**config.mk**
```make
export PLATFORM = sky130hd
export DESIGN_NAME = vrst_mulrnd
export DESIGN_NICKNAME = d
export VERILOG_FILES = /design/src/vrst_pkg.sv /design/src/vrst_mulrnd.sv
export SDC_FILE = /design/constraint.sdc
export NUM_CORES = 2
export LEC_CHECK = 0
export ABC_CLOCK_PERIOD_IN_PS = 8200
export BUFFER_PORTS_ARGS = -buffer_cell sky130_fd_sc_hd__buf_2
export CAP_MARGIN = 20
export CORE_UTILIZATION = 55
export CTS_CLUSTER_DIAMETER = 40
export DETAILED_ROUTE_END_ITERATION = 16
export GPL_TIMING_DRIVEN = 1
export PLACE_DENSITY = 0.74
export SYNTH_ARGS = -nofsm -noshare
export SYNTH_HDL_FRONTEND = slang
export SYNTH_SLANG_ARGS = --single-unit
```
**constraint.sdc**
```tcl
create_clock -name clk -period 8.2 [get_ports clk]
set_input_delay 0.41 -clock clk [delete_from_list [all_inputs] [get_ports clk]]
set_output_delay 0.41 -clock clk [all_outputs]
set_load 0.1 [all_outputs]
```
**src/vrst_pkg.sv**
```systemverilog
// vrst_pkg: shared constants, types and a helper function for the vertex transform block.
// Depends on nothing; imported by every module in src.
`timescale 1ns / 1ps

package vrst_pkg;

    localparam int COORD_WIDTH_DEF = 32;
    localparam int ANGLE_WIDTH_DEF = 16;
    localparam int CORDIC_STEPS    = 18;
    localparam int TRIG_WIDTH      = 32;   // Q1.30 with sign and headroom
    localparam int ZW              = 24;   // CORDIC residual angle width

    localparam logic signed [TRIG_WIDTH-1:0] CORDIC_ONE = 32'sd652032874;
    localparam logic signed [TRIG_WIDTH-1:0] TRIG_ONE   = 32'sd1073741824;

    localparam int SCALE_WIDTH = 32;
    localparam int APB_ADDR_W  = 6;        // 7 registers at 8-byte stride

    typedef enum logic [2:0] {
        REG_ANGLES   = 3'd0,
        REG_SCALE_X  = 3'd1,
        REG_SCALE_Y  = 3'd2,
        REG_SCALE_Z  = 3'd3,
        REG_OFFSET_X = 3'd4,
        REG_OFFSET_Y = 3'd5,
        REG_OFFSET_Z = 3'd6
    } reg_idx_t;

    function automatic logic signed [ZW-1:0] atan_turn(input int i);
        case (i)
            0:  atan_turn = 24'sd2097152;
            1:  atan_turn = 24'sd1238021;
            2:  atan_turn = 24'sd654136;
            3:  atan_turn = 24'sd332050;
            4:  atan_turn = 24'sd166669;
            5:  atan_turn = 24'sd83416;
            6:  atan_turn = 24'sd41718;
            7:  atan_turn = 24'sd20860;
            8:  atan_turn = 24'sd10430;
            9:  atan_turn = 24'sd5215;
            10: atan_turn = 24'sd2608;
            11: atan_turn = 24'sd1304;
            12: atan_turn = 24'sd652;
            13: atan_turn = 24'sd326;
            14: atan_turn = 24'sd163;
            15: atan_turn = 24'sd81;
            16: atan_turn = 24'sd41;
            default: atan_turn = 24'sd20;
        endcase
    endfunction

    typedef struct packed {
        logic signed [TRIG_WIDTH-1:0] c;
        logic signed [TRIG_WIDTH-1:0] s;
    } trig_t;

endpackage

```
**src/vrst_mulrnd.sv**
```systemverilog
// vrst_mulrnd: one registered signed multiply with round-half-away and shift.
// Depends on vrst_pkg. Product and rounded result are each registered, gated by an enable for stalls.
`timescale 1ns / 1ps

module vrst_mulrnd
    import vrst_pkg::*;
#(
    parameter int AW = 32,
    parameter int BW = 32,
    parameter int SH = 30
)(
    input  logic                 clk,
    input  logic                 en,
    input  logic signed [AW-1:0] a,
    input  logic signed [BW-1:0] b,
    output logic signed [AW+BW-SH:0] p
);

    logic signed [AW+BW-1:0] prod_reg;
    logic        [AW+BW-1:0] mag;
    logic        [AW+BW-1:0] rnd;
    logic signed [AW+BW-SH:0] p_reg;

    always_comb
    begin
        mag = prod_reg[AW+BW-1] ? (AW+BW)'(-prod_reg) : (AW+BW)'(prod_reg);
        rnd = (mag + ((AW+BW)'(1) << (SH - 1))) >> SH;
    end

    always_ff @(posedge clk)
    begin
        if (en)
        begin
            prod_reg <= a * b;
            p_reg    <= prod_reg[AW+BW-1] ? -$signed({1'b0, rnd[AW+BW-SH-1:0]})
                                          :  $signed({1'b0, rnd[AW+BW-SH-1:0]});
        end
    end

    assign p = p_reg;

endmodule

```
=== Yosys cells after proc, flatten, opt, wreduce, memory -nomap -nowiden ===
Cells that the tools add are included.

* Word-level logic and storage cells: 9
* Input bits: 66
* Register bits: 99

* $mul: 1
* Multiplexer cells: 2
* $add $sub $neg: 3

{| class="wikitable"
|+ Operator list
! operator !! count
|-
| 64-bit by 30-bit adder with 64-bit output (second input constant) || 1
|-
| 32-bit by 32-bit multiplier with 64-bit output || 1
|-
| 64-bit 2-to-1 mux || 1
|-
| 64-bit negation || 1
|-
| 34-bit negation with 35-bit output || 1
|-
| 34-bit 2-to-1 mux || 1
|}

=== Longest topological paths before layout ===
* Word-level depth: 5
* Mapped depth: 31

=== Least setup slack after synthesis ===
OpenSTA, ideal clock, no wires.

* Kind: input to register
* Start point: input port a[31]
* End point: register prod_reg[61], data pin
* Setup slack: 0.507 ns
* Stages: 28
* Arrival: 7.430 ns
* Buffers on the path: 1
* Library setup time: 0.264 ns
* Path through: clkbuf_1 -> nand2_1 -> inv_1 -> fa_1 -> fa_1 -> inv_1 -> fa_1 -> inv_1 -> fa_1 -> inv_1 -> fa_1 -> inv_1 -> fa_1 -> inv_1 -> fa_1 -> inv_1 -> fa_1 -> ha_1 -> a21oi_1 -> nor2b_1 -> o21ai_0 -> inv_1 -> o21a_1 -> o21ai_0 -> nand2_1 -> a21o_1 -> a221oi_1 -> xnor2_1

* Word-level cells in the longest chain between the ends: 1

{| class="wikitable"
|+ Ends and longest elaborated chain
! element !! line !! text
|-
| from (decl) || vrst_mulrnd.sv:14 || <nowiki>input logic signed [AW-1:0] a,</nowiki>
|-
| 32-bit by 32-bit multiplier with 64-bit output || vrst_mulrnd.sv:34 || <nowiki>prod_reg <= a * b;</nowiki>
|-
| to (signal assigned) || vrst_mulrnd.sv:34 ||
|-
| to (decl) || vrst_mulrnd.sv:19 || <nowiki>logic signed [AW+BW-1:0] prod_reg;</nowiki>
|}

Every way passes these cells.
A chain may end at the register's enable or synchronous reset.

=== Worst setup path in the final report ===
* Start point: input port a[17]
* End point: register prod_reg[60], data pin

The elaborated chain is that of the path after synthesis.

==> reports/results.tsv <==
stage	metric	value	unit
floorplan	die_w	280	um
sta	period_share	0.963	
cts	clk_pin_slew_worst_paths	70	ps
cells_and_area	nets	5791	
global_routing	grt_max_degree	58	
cts	cts-hold-fix-buffers	0	
cts	tritoncts	built	
sta	finalCriticalPeriod	7900	ps
critical_path	crit_type	in2reg	
synthesis	synth_nets	5755	
cts	cts_buffers	9	
cts	cts-root-buf	clkbuf_16	
critical_path	critPathMostFrequentCell	fa_1	
cts	clock_latency	350	ps
critical_path	slowest_delay	580	ps
drt	drc	0	
synthesis	synth_area	42400	um2
synthesis	avgSynthCellArea	9.60	um2
cells_and_area	largest_reg_flops	64	
critical_path	cp_max_fo	11	
sta	setup_tns	0	ps
synthesis	synth_ff_type	edfxtp_1	
drt	met3_length	7480	um
drt	postRouteAntennaNets	0	
drt	top_layer	met4	
synthesis	syn_inst	4421	
cts	clockBufferDepth	2	
sta	setup_viol	0	
critical_path	worstPathRequired	8310	ps
critical_path	end_kind	flip-flop	
synthesis	async_flop_share	0	
sta	grt_setup_unrepaired	no	
place	gp_congestion	0.896	
sta	worst-slew-pin-transition	702	ps
drt	routed-via-count	29900	
sta	skew	9.06	ps
critical_path	critPathArrivalTime	8010	ps
cells_and_area	utilization	0.590	
drt	vias_per_cell	5.44	
cts	clock_sinks	99	
sta	max_freq	127	MHz
min_path	min_path_type	in2reg	
drt	drt-total-wl	102000	um
drt	wl_met1	42500	um
synthesis	ys_warn_count	0	
drt	drt_iter0_markers	2296	
synthesis	synth_edf_count	99	
run	maxCapViolCount	0	
global_routing	grt_pass1_vias	32800	
critical_path	cpMaxStageDelayCell	fa_1	
critical_path	critPathLaunchType	input port	
global_routing	grt_use_total	0.280	
floorplan	row_count	101	
synthesis	yosysSeqAreaShare	0.0701	
floorplan	die_h	280	um
cells_and_area	final_area	44900	um2
floorplan	core_area	76100	um2
drt	dr.pass1.iters	8	
place	portBuffers	100	
sta	slew_headroom	0.531	
drt	avgRoutedWirePerCell	18.6	um
cts	cts_max_level	3	
place	place_area	44600	um2
sta	drv_slew	0	
outcome	outcome	completed	
cells_and_area	drive_gt1_frac	0.0791	
global_routing	antenna_found_initial	4	
cells_and_area	syn_to_final_growth	5.84	%
drt	routed-wl-met2	50000	um
place	hpwl	88100	um
global_routing	grt_overflow_total	0	
floorplan	initial_core_util	0.558	
sta	finalHoldViolCount	0	
floorplan	io_pins	101	
global_routing	grt_pass1_wl	173000	um
synthesis	ys_seq_elements	99	
floorplan	die_area	78300	um2
synthesis	ys_types	105	
-- placed cells by master, fill, tap and decap left out, types with 11 or more instances in the layout --
| cell | count |
|---|---|
| a21oi_1 | 64 |
| ha_1 | 186 |
| o31ai_1 | 11 |
| nand3_1 | 30 |
| and2_1 | 526 |
| a31oi_1 | 15 |
| nand2b_1 | 13 |
| o21ai_0 | 47 |
| or3_1 | 11 |
| nor3_1 | 28 |
| xor2_1 | 51 |
| nand2_1 | 549 |
| xnor2_1 | 105 |
| nor2_1 | 86 |
| buf_4 | 151 |
| a21o_1 | 42 |
| o21ai_1 | 11 |
| and3_1 | 19 |
| edfxtp_1 | 99 |
| fa_1 | 1082 |
| inv_1 | 992 |
| nor2b_1 | 20 |
| buf_2 | 87 |
-- through the flow --
step	hold slack, ps	setup WS [ps]	instances
3_3_place_gp	814	-30.2	5476
6_report	563	302	5495
4_1_cts	580	159	5491
5_1_grt	589	5.89	5494
2_1_floorplan	522	507	4421
3_5_place_dp	812	-193	5476
-- worst max-delay path, delay by kind of cell --
| family | cells | cell delay (ps) |
|---|---|---|
| buffers and inverters | 7 | 1000 |
| adders and majority gates | 9 | 4440 |
| xor gates and xnor gates | 1 | 80 |
| and+or+nand+nor | 1 | 100 |
| AOI/OAI and AO/OA | 11 | 1950 |
-- worst paths after layout --
check                           slack [ps]    startpoint  cells past startpoint            to
worst max-delay path                   300         a[17]                     29  prod_reg[60]
worst min-delay path                   560            en                      1  prod_reg[22]
worst max register to register        2790   prod_reg[2]                     18         p[28]
worst min register to register         840  prod_reg[59]                      2         p[29]
-- cell type report --
class                      instances  area [um2]
multi-input combinational       3097       34800
sequential                        99        2970
clock buffer                       9         225
inverter                         994        3730
fill                            6505       31200
timing repair buffer             256        1800
antenna                            4        10.0
tap                             1030        1290
clock inverter                     6        40.0
-- kinds of logic (layout without fill, tap and decap cells) --
kind of cell | count (synthesis) | in the layout | synth area share
AO/OA/AOI/OAI | 296 | 296 | 0.0497
multiplexers | 9 | 9 | 0.00251
other | 0 | 4 | 0
flip-flops | 99 | 99 | 0.0701
AND/OR/NAND/NOR | 1365 | 1365 | 0.170
XOR/XNOR | 159 | 159 | 0.0334
adder cells (fa/ha/maj) | 1268 | 1268 | 0.565
buffers and inverters | 1225 | 1265 | 0.109
-- synthesized netlist by cell type (5+ instances only) --
| library cell | instances | area (um2) |
|---|---|---|
| fa_1 | 1082 | 21700 |
| edfxtp_1 | 99 | 2970 |
| xor2_1 | 51 | 447 |
| buf_1 | 5 | 18.8 |
| nand3_1 | 30 | 150 |
| inv_1 | 992 | 3720 |
| o41ai_2 | 6 | 97.6 |
| or3_1 | 11 | 68.8 |
| and3_1 | 19 | 119 |
| o31ai_1 | 12 | 90.1 |
| clkbuf_1 | 213 | 800 |
| a31oi_1 | 15 | 93.8 |
| a21oi_1 | 64 | 320 |
| o31a_1 | 5 | 43.8 |
| mux2i_1 | 5 | 50.1 |
| o21bai_1 | 10 | 75.1 |
| nor2b_1 | 20 | 125 |
| ha_1 | 186 | 2330 |
| o21ai_1 | 10 | 50.1 |
| and4_1 | 7 | 61.3 |
| nor4_4 | 6 | 128 |
| and2_1 | 526 | 3290 |
| a21o_1 | 42 | 315 |
| buf_2 | 9 | 45.0 |
| a31o_2 | 5 | 43.8 |
| nor3_1 | 28 | 140 |
| nand4_1 | 10 | 62.6 |
| or2_2 | 5 | 31.3 |
| nor2_1 | 86 | 323 |
| nand2b_1 | 13 | 81.3 |
| xnor2_1 | 105 | 920 |
| o21ai_0 | 48 | 240 |
| nor3_4 | 5 | 81.3 |
| nand2_1 | 549 | 2060 |
| a211oi_1 | 7 | 52.6 |
| o21a_1 | 9 | 67.6 |
-- routing by layer --
layer | vias up | global-route usage
met1 | 15500 | 0.386
li1 | 13100 | -
met5 | - | 0
met4 | 0 | 0.0715
met2 | 1139 | 0.471
met3 | 164 | 0.0359
-- timing repair --
item,in CTS,in global routing
gates resized for setup,0,20
setup endpoints to repair,0,7
buffers inserted,0,0
Power is left out: the tool's default activity adds up to more than one toggle a clock period on the data nets, which glitch-free logic cannot reach.
